### config.mk
export PLATFORM = sky130hd
export DESIGN_NAME = ir_remote_pulse_decoder_flat
export DESIGN_NICKNAME = d
export VERILOG_FILES = /design/src/design/irpd_pkg.sv /design/src/design/irpd_if.sv /design/src/design/irpd_cfg_regs.sv /design/src/design/irpd_decoder.sv /design/src/design/irpd_res_queue.sv /design/src/design/ir_remote_pulse_decoder.sv /design/src/flat_wrapper.sv
export SDC_FILE = /design/constraint.sdc
export NUM_CORES = 1
export LEC_CHECK = 0
export BUFFER_PORTS_ARGS = -buffer_cell sky130_fd_sc_hd__buf_2
export CAP_MARGIN = 0
export CORE_MARGIN = 10
export CORE_UTILIZATION = 38
export DETAILED_ROUTE_END_ITERATION = 10
export SETUP_SLACK_MARGIN = 0.02
export SYNTH_ARGS = -nofsm -noshare
export SYNTH_HDL_FRONTEND = slang
export SYNTH_SLANG_ARGS = --single-unit
### constraint.sdc
create_clock -name i_clk -period 11.34 [get_ports i_clk]
set_clock_uncertainty 0.1 [all_clocks]
set_input_delay 1.134 -clock i_clk [delete_from_list [all_inputs] [get_ports i_clk]]
set_output_delay 1.134 -clock i_clk [all_outputs]
set_load 0.03 [all_outputs]
### src/design/irpd_pkg.sv
// Shared types and constants for the IR pulse-distance decoder.
`default_nettype none
package irpd_pkg;

    localparam int MAX_BYTES  = 16;
    localparam int TIME_WIDTH = 16;
    localparam int RX_W       = $clog2(MAX_BYTES + 1);
    localparam int IDX_W      = 4;
    localparam int ADDR_W     = 6;
    localparam int DATA_W     = 64;
    localparam int REG_SEL_W  = 3;

    localparam logic [TIME_WIDTH-1:0] DUR_MAX = {TIME_WIDTH{1'b1}};

    // Register map (index = paddr / 8)
    localparam logic [REG_SEL_W-1:0] REG_CODE_LENGTH   = 3'd0;
    localparam logic [REG_SEL_W-1:0] REG_DATA_POSITION = 3'd1;
    localparam logic [REG_SEL_W-1:0] REG_EXPECTED_CODE = 3'd2;
    localparam logic [REG_SEL_W-1:0] REG_LEADER_MIN    = 3'd3;
    localparam logic [REG_SEL_W-1:0] REG_ONE_MIN       = 3'd4;
    localparam logic [REG_SEL_W-1:0] REG_STOP_MIN      = 3'd5;

    localparam logic [3:0]  RST_CODE_LENGTH   = 4'd0;
    localparam logic [4:0]  RST_DATA_POSITION = 5'd1;
    localparam logic [63:0] RST_EXPECTED_CODE = 64'd0;
    localparam logic [15:0] RST_LEADER_MIN    = 16'd3200;
    localparam logic [15:0] RST_ONE_MIN       = 16'd1000;
    localparam logic [15:0] RST_STOP_MIN      = 16'd10000;

    localparam logic       KIND_BYTE    = 1'b0;
    localparam logic       KIND_SUMMARY = 1'b1;
    localparam logic [8:0] NO_MATCH     = 9'h100;

    typedef struct packed {
        logic [3:0]  code_length;
        logic [4:0]  data_position;
        logic [63:0] expected_code;
        logic [15:0] leader_min;
        logic [15:0] one_min;
        logic [15:0] stop_min;
    } t_cfg;

    typedef struct packed {
        logic             kind;
        logic [IDX_W-1:0] byte_index;
        logic [7:0]       byte_value;
        logic [4:0]       byte_count;
        logic             matched;
        logic [8:0]       data_value;
    } t_res;

    typedef struct packed {
        logic valid;
        t_res res;
    } t_push;

endpackage
`default_nettype wire

### src/design/irpd_if.sv
// Channel interfaces: line samples in, decoded results out.
`default_nettype none
interface irpd_ir_if;
    logic valid;
    logic ready;
    logic ir_level;

    modport source (output valid, output ir_level, input ready);
    modport sink   (input valid, input ir_level, output ready);
endinterface

interface irpd_res_if;
    import irpd_pkg::*;
    logic             valid;
    logic             ready;
    logic             kind;
    logic [IDX_W-1:0] byte_index;
    logic [7:0]       byte_value;
    logic [4:0]       byte_count;
    logic             matched;
    logic [8:0]       data_value;

    modport source (output valid, output kind, output byte_index, output byte_value,
                    output byte_count, output matched, output data_value, input ready);
    modport sink   (input valid, input kind, input byte_index, input byte_value,
                    input byte_count, input matched, input data_value, output ready);
endinterface
`default_nettype wire

### src/design/irpd_cfg_regs.sv
// APB configuration registers of the decoder.
`default_nettype none
module irpd_cfg_regs (
    input  wire logic                      i_clk,
    input  wire logic                      i_rst_n,
    input  wire logic                      psel,
    input  wire logic                      penable,
    input  wire logic                      pwrite,
    input  wire logic [irpd_pkg::ADDR_W-1:0] paddr,
    input  wire logic [irpd_pkg::DATA_W-1:0] pwdata,
    output logic      [irpd_pkg::DATA_W-1:0] prdata,
    output logic                           pready,
    output irpd_pkg::t_cfg                 o_cfg
);
    import irpd_pkg::*;

    t_cfg                 r_cfg;
    logic [REG_SEL_W-1:0] sel;
    logic                 wr;

    assign pready = 1'b1;
    assign sel    = paddr[ADDR_W-1:ADDR_W-REG_SEL_W];
    assign wr     = psel && penable && pwrite;
    assign o_cfg  = r_cfg;

    always_ff @(posedge i_clk) begin
        if (!i_rst_n) begin
            r_cfg.code_length   <= RST_CODE_LENGTH;
            r_cfg.data_position <= RST_DATA_POSITION;
            r_cfg.expected_code <= RST_EXPECTED_CODE;
            r_cfg.leader_min    <= RST_LEADER_MIN;
            r_cfg.one_min       <= RST_ONE_MIN;
            r_cfg.stop_min      <= RST_STOP_MIN;
        end else if (wr) begin
            case (sel)
                REG_CODE_LENGTH:   r_cfg.code_length   <= pwdata[3:0];
                REG_DATA_POSITION: r_cfg.data_position <= pwdata[4:0];
                REG_EXPECTED_CODE: r_cfg.expected_code <= pwdata;
                REG_LEADER_MIN:    r_cfg.leader_min    <= pwdata[15:0];
                REG_ONE_MIN:       r_cfg.one_min       <= pwdata[15:0];
                REG_STOP_MIN:      r_cfg.stop_min      <= pwdata[15:0];
                default: begin
                end
            endcase
        end
    end

    always_comb begin
        case (sel)
            REG_CODE_LENGTH:   prdata = {60'd0, r_cfg.code_length};
            REG_DATA_POSITION: prdata = {59'd0, r_cfg.data_position};
            REG_EXPECTED_CODE: prdata = r_cfg.expected_code;
            REG_LEADER_MIN:    prdata = {48'd0, r_cfg.leader_min};
            REG_ONE_MIN:       prdata = {48'd0, r_cfg.one_min};
            REG_STOP_MIN:      prdata = {48'd0, r_cfg.stop_min};
            default:           prdata = '0;
        endcase
    end

endmodule
`default_nettype wire

### src/design/irpd_decoder.sv
// Input sample register and per-tick frame decoder.
`default_nettype none
module irpd_decoder (
    input  wire logic           i_clk,
    input  wire logic           i_rst_n,
    input  wire irpd_pkg::t_cfg i_cfg,
    input  wire logic           i_valid,
    input  wire logic           i_level,
    output logic                o_ready,
    input  wire logic           i_room,
    output irpd_pkg::t_push     o_push
);
    import irpd_pkg::*;

    localparam logic [2:0] PH_IDLE      = 3'd0;
    localparam logic [2:0] PH_LEAD_LOW  = 3'd1;
    localparam logic [2:0] PH_LEAD_HIGH = 3'd2;
    localparam logic [2:0] PH_DATA_LOW  = 3'd3;
    localparam logic [2:0] PH_DATA_HIGH = 3'd4;

    logic                  r_in_valid, r_in_level;
    logic [2:0]            r_phase, n_phase;
    logic [TIME_WIDTH-1:0] r_dur, n_dur;
    logic [7:0]            r_shift, n_shift;
    logic [2:0]            r_bitpos, n_bitpos;
    logic [RX_W-1:0]       r_rx, n_rx;
    logic                  r_mismatch, n_mismatch;
    logic [7:0]            r_sel, n_sel;

    logic                  adv;
    logic [TIME_WIDTH-1:0] dur_inc;
    logic [7:0]            new_shift;
    logic                  gap_end;
    logic                  mat;
    t_res                  res;
    logic                  emit;

    function automatic logic [7:0] exp_byte(input logic [63:0] code,
                                            input logic [RX_W-1:0] i);
        logic [7:0] b;
        b = 8'd0;
        if (i < RX_W'(8))
            b = code[{i[2:0], 3'b000} +: 8];
        return b;
    endfunction

    assign adv     = r_in_valid && i_room;
    assign o_ready = !r_in_valid || adv;
    assign dur_inc = (r_dur != DUR_MAX) ? r_dur + 1'b1 : r_dur;
    assign new_shift = r_shift | (8'((r_dur >= i_cfg.one_min) ? 1 : 0) << r_bitpos);

    // frame summary: code positions not yet received compare as zero
    always_comb begin
        mat = (r_rx != '0) && !r_mismatch;
        for (int k = 0; k < 8; k++) begin
            if (RX_W'(k) >= r_rx && 4'(k) < i_cfg.code_length
                    && i_cfg.expected_code[8*k +: 8] != 8'd0)
                mat = 1'b0;
        end
    end

    always_comb begin
        n_phase    = r_phase;
        n_dur      = r_dur;
        n_shift    = r_shift;
        n_bitpos   = r_bitpos;
        n_rx       = r_rx;
        n_mismatch = r_mismatch;
        n_sel      = r_sel;
        emit       = 1'b0;
        gap_end    = 1'b0;
        res        = '0;
        case (r_phase)
            PH_IDLE: begin
                if (!r_in_level) begin
                    n_dur   = TIME_WIDTH'(1);
                    n_phase = PH_LEAD_LOW;
                end
            end
            PH_LEAD_LOW: begin
                if (!r_in_level) begin
                    n_dur = dur_inc;
                end else if (r_dur >= i_cfg.leader_min) begin
                    n_shift    = '0;
                    n_bitpos   = '0;
                    n_rx       = '0;
                    n_mismatch = 1'b0;
                    n_sel      = '0;
                    n_phase    = PH_LEAD_HIGH;
                end else begin
                    n_phase = PH_IDLE;
                end
            end
            PH_LEAD_HIGH: begin
                if (!r_in_level)
                    n_phase = PH_DATA_LOW;
            end
            PH_DATA_LOW: begin
                if (r_in_level) begin
                    n_dur   = TIME_WIDTH'(1);
                    n_phase = PH_DATA_HIGH;
                    gap_end = 1'b1;
                end
            end
            PH_DATA_HIGH: begin
                if (r_in_level) begin
                    n_dur   = dur_inc;
                    gap_end = 1'b1;
                end else begin
                    n_phase  = PH_DATA_LOW;
                    n_shift  = new_shift;
                    n_bitpos = r_bitpos + 1'b1;
                    if (r_bitpos == 3'd7) begin
                        n_shift = '0;
                        if (r_rx < RX_W'(MAX_BYTES)) begin
                            if (r_rx < RX_W'(i_cfg.code_length)
                                    && new_shift != exp_byte(i_cfg.expected_code, r_rx))
                                n_mismatch = 1'b1;
                            if (i_cfg.data_position != 5'd0
                                    && RX_W'(r_rx) == RX_W'(i_cfg.data_position - 5'd1))
                                n_sel = new_shift;
                            n_rx           = r_rx + 1'b1;
                            emit           = 1'b1;
                            res.kind       = KIND_BYTE;
                            res.byte_index = r_rx[IDX_W-1:0];
                            res.byte_value = new_shift;
                        end
                    end
                end
            end
            default: begin
                n_phase = PH_IDLE;
            end
        endcase
        // a long enough high gap, or a saturated timer, closes the frame
        if (gap_end && (n_dur >= i_cfg.stop_min || n_dur == DUR_MAX)) begin
            emit           = 1'b1;
            res            = '0;
            res.kind       = KIND_SUMMARY;
            res.byte_count = 5'(r_rx);
            res.matched    = mat;
            res.data_value = mat ? {1'b0, r_sel} : NO_MATCH;
            n_phase        = PH_IDLE;
            n_dur          = '0;
        end
    end

    assign o_push.valid = adv && emit;
    assign o_push.res   = res;

    always_ff @(posedge i_clk) begin
        if (!i_rst_n) begin
            r_in_valid <= 1'b0;
            r_phase    <= PH_IDLE;
            r_dur      <= '0;
            r_shift    <= '0;
            r_bitpos   <= '0;
            r_rx       <= '0;
            r_mismatch <= 1'b0;
            r_sel      <= '0;
        end else begin
            if (o_ready)
                r_in_valid <= i_valid;
            if (adv) begin
                r_phase    <= n_phase;
                r_dur      <= n_dur;
                r_shift    <= n_shift;
                r_bitpos   <= n_bitpos;
                r_rx       <= n_rx;
                r_mismatch <= n_mismatch;
                r_sel      <= n_sel;
            end
        end
    end

    always_ff @(posedge i_clk) begin
        if (o_ready && i_valid)
            r_in_level <= i_level;
    end

endmodule
`default_nettype wire

### src/design/irpd_res_queue.sv
// Two-entry result register with skid entry on the output side.
`default_nettype none
module irpd_res_queue (
    input  wire logic            i_clk,
    input  wire logic            i_rst_n,
    input  wire irpd_pkg::t_push i_push,
    output logic                 o_room,
    output logic                 o_valid,
    output irpd_pkg::t_res       o_res,
    input  wire logic            i_ready
);
    import irpd_pkg::*;

    logic [1:0] r_cnt, n_cnt;
    t_res       r_q [2];
    t_res       n_q [2];
    logic       pop;
    logic [1:0] cnt_after;

    assign o_room    = (r_cnt < 2'd2);
    assign o_valid   = (r_cnt != 2'd0);
    assign o_res     = r_q[0];
    assign pop       = o_valid && i_ready;
    assign cnt_after = r_cnt - {1'b0, pop};

    always_comb begin
        n_q[0] = pop ? r_q[1] : r_q[0];
        n_q[1] = r_q[1];
        n_cnt  = cnt_after;
        if (i_push.valid) begin
            n_q[cnt_after[0]] = i_push.res;
            n_cnt             = cnt_after + 2'd1;
        end
    end

    always_ff @(posedge i_clk) begin
        if (!i_rst_n)
            r_cnt <= '0;
        else
            r_cnt <= n_cnt;
    end

    always_ff @(posedge i_clk) begin
        r_q[0] <= n_q[0];
        r_q[1] <= n_q[1];
    end

endmodule
`default_nettype wire

### src/design/ir_remote_pulse_decoder.sv
// Top level of the IR pulse-distance remote decoder.
// Takes one sample of the active-low receiver line per tick and accepts a sample every
// clock cycle; a sample's result (a completed byte or a frame-end summary) is offered at
// the output from the result queue. Each sample goes through an input register and the
// decode logic into a two-entry result queue, so one stalled result never stops the
// sample stream; the input stalls only once both queue entries are full.
// Thresholds and the expected code are set through the APB port (registers at 8-byte
// spacing) and should be changed only while no frame is being received.
`default_nettype none
module ir_remote_pulse_decoder (
    input  wire logic                        i_clk,
    input  wire logic                        i_rst_n,
    irpd_ir_if.sink                          i_ir,
    irpd_res_if.source                       o_res,
    input  wire logic                        psel,
    input  wire logic                        penable,
    input  wire logic                        pwrite,
    input  wire logic [irpd_pkg::ADDR_W-1:0] paddr,
    input  wire logic [irpd_pkg::DATA_W-1:0] pwdata,
    output logic      [irpd_pkg::DATA_W-1:0] prdata,
    output logic                             pready
);
    import irpd_pkg::*;

    t_cfg  cfg;
    t_push push;
    t_res  res;
    logic  room;
    logic  ready;
    logic  res_valid;

    irpd_cfg_regs u_cfg (
        .i_clk   (i_clk),
        .i_rst_n (i_rst_n),
        .psel    (psel),
        .penable (penable),
        .pwrite  (pwrite),
        .paddr   (paddr),
        .pwdata  (pwdata),
        .prdata  (prdata),
        .pready  (pready),
        .o_cfg   (cfg)
    );

    irpd_decoder u_dec (
        .i_clk   (i_clk),
        .i_rst_n (i_rst_n),
        .i_cfg   (cfg),
        .i_valid (i_ir.valid),
        .i_level (i_ir.ir_level),
        .o_ready (ready),
        .i_room  (room),
        .o_push  (push)
    );

    irpd_res_queue u_q (
        .i_clk   (i_clk),
        .i_rst_n (i_rst_n),
        .i_push  (push),
        .o_room  (room),
        .o_valid (res_valid),
        .o_res   (res),
        .i_ready (o_res.ready)
    );

    assign i_ir.ready       = ready;
    assign o_res.valid      = res_valid;
    assign o_res.kind       = res.kind;
    assign o_res.byte_index = res.byte_index;
    assign o_res.byte_value = res.byte_value;
    assign o_res.byte_count = res.byte_count;
    assign o_res.matched    = res.matched;
    assign o_res.data_value = res.data_value;

endmodule
`default_nettype wire

### src/flat_wrapper.sv
// flat-port wrapper written by rule: the top's interface ports become plain ports
module ir_remote_pulse_decoder_flat import irpd_pkg::*;
  (i_clk, i_rst_n, psel, penable, pwrite, paddr, pwdata, prdata, pready, i_ir_valid, i_ir_ir_level, i_ir_ready, o_res_valid, o_res_kind, o_res_byte_index, o_res_byte_value, o_res_byte_count, o_res_matched, o_res_data_value, o_res_ready);
  irpd_ir_if i_ir_i ();
  irpd_res_if o_res_i ();
  input  wire logic i_clk;
  input  wire logic i_rst_n;
  input  wire logic psel;
  input  wire logic penable;
  input  wire logic pwrite;
  input  wire logic [irpd_pkg::ADDR_W-1:0] paddr;
  input  wire logic [irpd_pkg::DATA_W-1:0] pwdata;
  output logic      [irpd_pkg::DATA_W-1:0] prdata;
  output logic pready;
  input wire logic [$bits(i_ir_i.valid)-1:0] i_ir_valid;
  input wire logic [$bits(i_ir_i.ir_level)-1:0] i_ir_ir_level;
  output wire logic [$bits(i_ir_i.ready)-1:0] i_ir_ready;
  output wire logic [$bits(o_res_i.valid)-1:0] o_res_valid;
  output wire logic [$bits(o_res_i.kind)-1:0] o_res_kind;
  output wire logic [$bits(o_res_i.byte_index)-1:0] o_res_byte_index;
  output wire logic [$bits(o_res_i.byte_value)-1:0] o_res_byte_value;
  output wire logic [$bits(o_res_i.byte_count)-1:0] o_res_byte_count;
  output wire logic [$bits(o_res_i.matched)-1:0] o_res_matched;
  output wire logic [$bits(o_res_i.data_value)-1:0] o_res_data_value;
  input wire logic [$bits(o_res_i.ready)-1:0] o_res_ready;
  assign i_ir_i.valid = i_ir_valid;
  assign i_ir_i.ir_level = i_ir_ir_level;
  assign i_ir_ready = i_ir_i.ready;
  assign o_res_valid = o_res_i.valid;
  assign o_res_kind = o_res_i.kind;
  assign o_res_byte_index = o_res_i.byte_index;
  assign o_res_byte_value = o_res_i.byte_value;
  assign o_res_byte_count = o_res_i.byte_count;
  assign o_res_matched = o_res_i.matched;
  assign o_res_data_value = o_res_i.data_value;
  assign o_res_i.ready = o_res_ready;
  ir_remote_pulse_decoder u_core (.i_clk(i_clk), .i_rst_n(i_rst_n), .i_ir(i_ir_i), .o_res(o_res_i), .psel(psel), .penable(penable), .pwrite(pwrite), .paddr(paddr), .pwdata(pwdata), .prdata(prdata), .pready(pready));
endmodule
Word level (Yosys, flattened, before mapping)
Memory sizes are Yosys's and may differ from the RTL's.
Index checks and enable logic that the tools add are counted.
Operators by class
  add/subtract/negate cells: 6
  $mul: 0
  div/mod/pow operators: 0
  $lt $le $gt $ge: 25
  eq/ne operators: 25
  shift operators: 2
  mux-type cells: 75
  bitwise gates (word level): 2
  reductions and logical operators: 58
Operator list (count)
  $pmux 64 s6: 1
  $mux 8: 13
  $mux 16: 6
  $mux 28: 3
  $pmux 16 s4: 1
  $reduce_bool 8->1: 8
  $shiftx 64x7->8: 1
  $bwmux 56: 1
  $mux 56: 1
  $ge 16x16->1: 3
  $mux 12: 4
  $pmux 8 s2: 2
  $demux 28 s1: 1
  $logic_and 1x1->1: 27
  $mux 5: 5
  $mux 3: 8
  $mux 1: 22
  $ge 3x5->1 const A: 4
  $add 16x1->16 const B: 1
  $eq 16x16->1 const B: 1
  $lt 3x4->1 const A: 4
  $ne 16x16->1 const B: 1
  $reduce_and 8->1: 2
  $ne 2x2->1 const B: 7
  40 further kinds: 66
Word-level totals
  register bits after elaboration: 169
  latch bits: 0
  memory bits (writable): 56
  ROM bits: 0
  input port bits: 78
  output and inout port bits: 95
  logic and storage cells: 210
  memories: 1
Memory list
  u_core.u_q.r_q: depth 2, width 28, rd ports 2, clocked after memory_dff 0, write ports 2, RTL line irpd_res_queue.sv:15  | t_res r_q [2];

Longest topological paths before layout
  depth after elaboration: 15
  gate-level depth with buffers: 19
  gate-level depth less buffers: 17

Cells and area by module
Synthesis repeated with hierarchy kept, for this count alone.
Second synthesis, totals
  cells, all modules: 1537
  area, all modules: 13311.5 µm²
By module, submodules not included
  irpd_cfg_regs: instances 1, cells an instance 617, area each 5650.4 µm², seq. area each 2422.3 µm²
  irpd_decoder: instances 1, cells an instance 696, area each 5236.3 µm², seq. area each 930.9 µm²
  irpd_res_queue: instances 1, cells an instance 224, area each 2424.8 µm², seq. area each 1441.4 µm²

Least setup slack after synthesis
Ideal clock, no wire load.
  path type: reg2reg
  start point: reg u_core.u_dec.r_dur[0]
  end point: reg with a tool-made name
  arrival time: 4.251 ns
  data required time: 10.857 ns
  setup slack: 6.606 ns
  stages on the path, launching flop included: 19
  buffers on the path: 2
  clock period less this slack: 4.734 ns
  cell sequence: dfxtp_1 ha_1 nand2_1 nor3_4 nand2_1 a211o_1 inv_1 ha_1 nand2b_1 a21o_1 a21o_1 a2111oi_0 o21ai_0 a211o_1 a41oi_2 clkbuf_1 buf_2 a21oi_1 ha_1
RTL lines
  start, declared: RTL line irpd_decoder.sv:23  | logic [TIME_WIDTH-1:0] r_dur, n_dur;
  start signal, assigned: RTL line irpd_decoder.sv:166  | r_dur <= n_dur;

==> impl_metrics.env <==
export IMPL_wl_met3_microns=2460
export IMPL_worst_path_max_fanout=29
export IMPL_synth_warning_count=0
export IMPL_synth_edf_count=29
export IMPL_max_slew_margin_pct=26.8
export IMPL_setup_ws_ps=6100
export IMPL_antenna_found_initial=1
export IMPL_cts_root_buf="clkbuf_16"
export IMPL_tightestPinTransition_ps=1100
export IMPL_overflow=0
export IMPL_drive_above_1_share_pct=19.9
export IMPL_rsz0062_at_grt="false"
export IMPL_postCtsSetupBuffers=0
export IMPL_drv_slew=0
export IMPL_max_freq_ghz=0.191
export IMPL_hpwlAfterDp_microns=28200
export IMPL_maxCapViolCount=0
export IMPL_vias=11300
export IMPL_dr_max_layer_used="met4"
export IMPL_crit_required_ps=11490
export IMPL_crit_type="reg -> reg"
export IMPL_min_period_ps=5240
export IMPL_dieArea_sq_um=41600
export IMPL_reg2reg_slack_ps=6100
export IMPL_fin_setup_tns_ps=0
export IMPL_clk_pin_slew_ps=60
export IMPL_syn_inst=1521
export IMPL_p_per_area_nw_per_um2=149
export IMPL_hp_class="reg -> reg"
export IMPL_rows=67
export IMPL_drt_iter0_markers=958
export IMPL_dieHeight_microns=204
export IMPL_final_core_util_pct=44.2
export IMPL_final_hold_violation_count=0
export IMPL_synthArstFlopShare_pct=0
export IMPL_period_share_pct=46.2
export IMPL_clkSinkCount=225
export IMPL_wl_met1_microns=18000
export IMPL_critPathCaptureType="register"
export IMPL_arrival_ps=5400
export IMPL_io_buffers=168
export IMPL_clockBufferDepth=3
export IMPL_irDropWorstVdd_mv=0.110
export IMPL_antenna_left=0
export IMPL_synth_ff_type="dfxtp_1"
export IMPL_setup_violations=0
export IMPL_p_total_mw=2.20
export IMPL_route_detailed_drc=0
export IMPL_ioPinCount=173
export IMPL_cts_buffers=27
export IMPL_drt_pass1_iterations=5
export IMPL_ys_ff_latch=225
export IMPL_vias_per_cell=5.42
export IMPL_cts_hold_fix_buffers=0
export IMPL_wl_per_cell_microns=18.8
export IMPL_initial_core_util_pct=38.5
export IMPL_status="finished, final reports clean"
export IMPL_core_region_area_sq_um=33400
export IMPL_grt_use_total_pct=18.0
export IMPL_fin_cells=2076
export IMPL_syn_cell_area_sq_um=12900
export IMPL_wirelength_microns=39100
export IMPL_synthToLayoutAreaGrowth_pct=14.8
export IMPL_cts_tree="done"
export IMPL_die_w_microns=204
export IMPL_ys_types=76
export IMPL_nets=1744
export IMPL_dp_cells=2025
export IMPL_grt_pass1_vias=10600
export IMPL_gp_congestion=0.859
export IMPL_critPathLaunchType="register"
export IMPL_post_cts_resized=0
export IMPL_syn_avg_cell_area_sq_um=8.46
export IMPL_grt_pass1_wl_microns=61300
export IMPL_pre_cts_ws_ps=6050
export IMPL_leakage_nw=6.12
export IMPL_grt_max_degree=101
export IMPL_clock_latency_ps=550
export IMPL_ys_seq_area_share_pct=37.3
export IMPL_wl_met2_microns=17400
export IMPL_htreeDepth=1
export IMPL_syn_nets=1659
## through the flow
| step | hold WS, ps | instance area (sq um) |
|---|---|---|
| after floorplan | 327 | 12900 |
| after global placement | 343 | 13800 |
| after detailed placement | 349 | 13800 |
| after CTS | 359 | 14800 |
| after global routing | 384 | 14800 |
| final | 356 | 14800 |
## cells by family (layout without fill, tap and decap cells)
group           after synthesis  in the layout  share of synthesized area (%)
fa+ha+maj                    60             60                           5.83
simple gates                578            578                           21.1
other cells                   1              2                         0.0291
mux                         121            121                           12.4
xor+xnor                     12             12                          0.817
flops                       225            225                           37.3
compound gates              325            325                           15.7
buf+inv                     199            305                           6.90
## routing by layer
layer	global-route usage, %	vias to the layer above
met5	0	-
met4	5.98	0
met3	3.11	59
met2	28.1	366
met1	24.6	5321
li1	-	5505
## power by group
part	switching [mW]	total, mW	internal [mW]
registers	0.0288	0.886	0.857
clock network	0.355	0.954	0.599
logic	0.211	0.360	0.149
## worst paths after layout
path | end | cells after the start | startpoint
worst max-delay path | register | 15 | u_core.u_dec.r_in_level$_DFFE_PP_
worst min-delay path | u_core.u_dec.r_sel[0]$_SDFFE_PN0P_ | 2 | u_core.u_dec.r_sel[0]$_SDFFE_PN0P_
worst max register to register | register | 15 | u_core.u_dec.r_in_level$_DFFE_PP_
worst min register to register | u_core.u_dec.r_sel[0]$_SDFFE_PN0P_ | 2 | u_core.u_dec.r_sel[0]$_SDFFE_PN0P_
## critical path, stage by stage, from the launching register on
cell and delay (ps):
edfxtp_1 650, or4b_4 590, nand2_2 350, a222oi_1 170, a31oi_1 350, ha_1 310
a21o_1 150, a21o_1 180, a2111oi_0 390, o21ai_0 160, a211o_1 290, a41oi_2 220
buf_4 380, a21oi_1 120, ha_1 250, buf_4 260
## cell usage in the layout (no fill, tap or decap), types with 6 or more instances in the layout
master,n
nor3_1,26
or3_1,8
and3_1,7
o21ai_0,21
o22ai_1,17
a31oi_1,13
mux2_2,33
mux2_4,19
clkbuf_8,7
nor4_1,21
o211ai_1,20
buf_4,14
buf_2,168
and2_1,61
nand4_1,7
edfxtp_1,29
clkbuf_16,27
nand2b_1,11
mux4_2,19
nand3_1,32
a32oi_1,9
a21o_1,23
nor2_1,88
mux2_1,6
xnor2_1,7
nand2_1,274
nor3b_1,9
a21oi_1,164
dfxtp_1,196
mux2i_1,44
a22oi_1,6
inv_1,71
ha_1,60
## final cells by class
type	count	area [sq um]
Sequential cell	225	4790
Timing Repair Buffer	182	946
Inverter	73	277
Tap cell	448	561
Fill cell	3311	18700
Clock buffer	37	783
Antenna cell	1	2.50
Multi-Input combinational cell	1097	7200
Clock inverter	13	211
## cell usage after synthesis, types with 17 or more instances
master	number	share of area, %
edfxtp_1	29	6.8
dfxtp_1	196	30
mux4_2	19	3.3
and2_1	61	3.0
inv_1	72	2.1
clkbuf_1	75	2.2
nand2_1	275	8.0
mux2_4	19	2.2
a21o_1	23	1.3
a21oi_1	164	6.4
mux2_2	33	2.9
mux2i_1	44	3.4
nor2_1	89	2.6
nor4_1	21	1.0
o211ai_1	20	1.2
ha_1	60	5.8
o22ai_1	17	0.83
nand3_1	32	1.2
o21ai_0	21	0.82
buf_4	28	1.6
nor3_1	28	1.1
No activity file was read; power rests on OpenSTA's default activity.
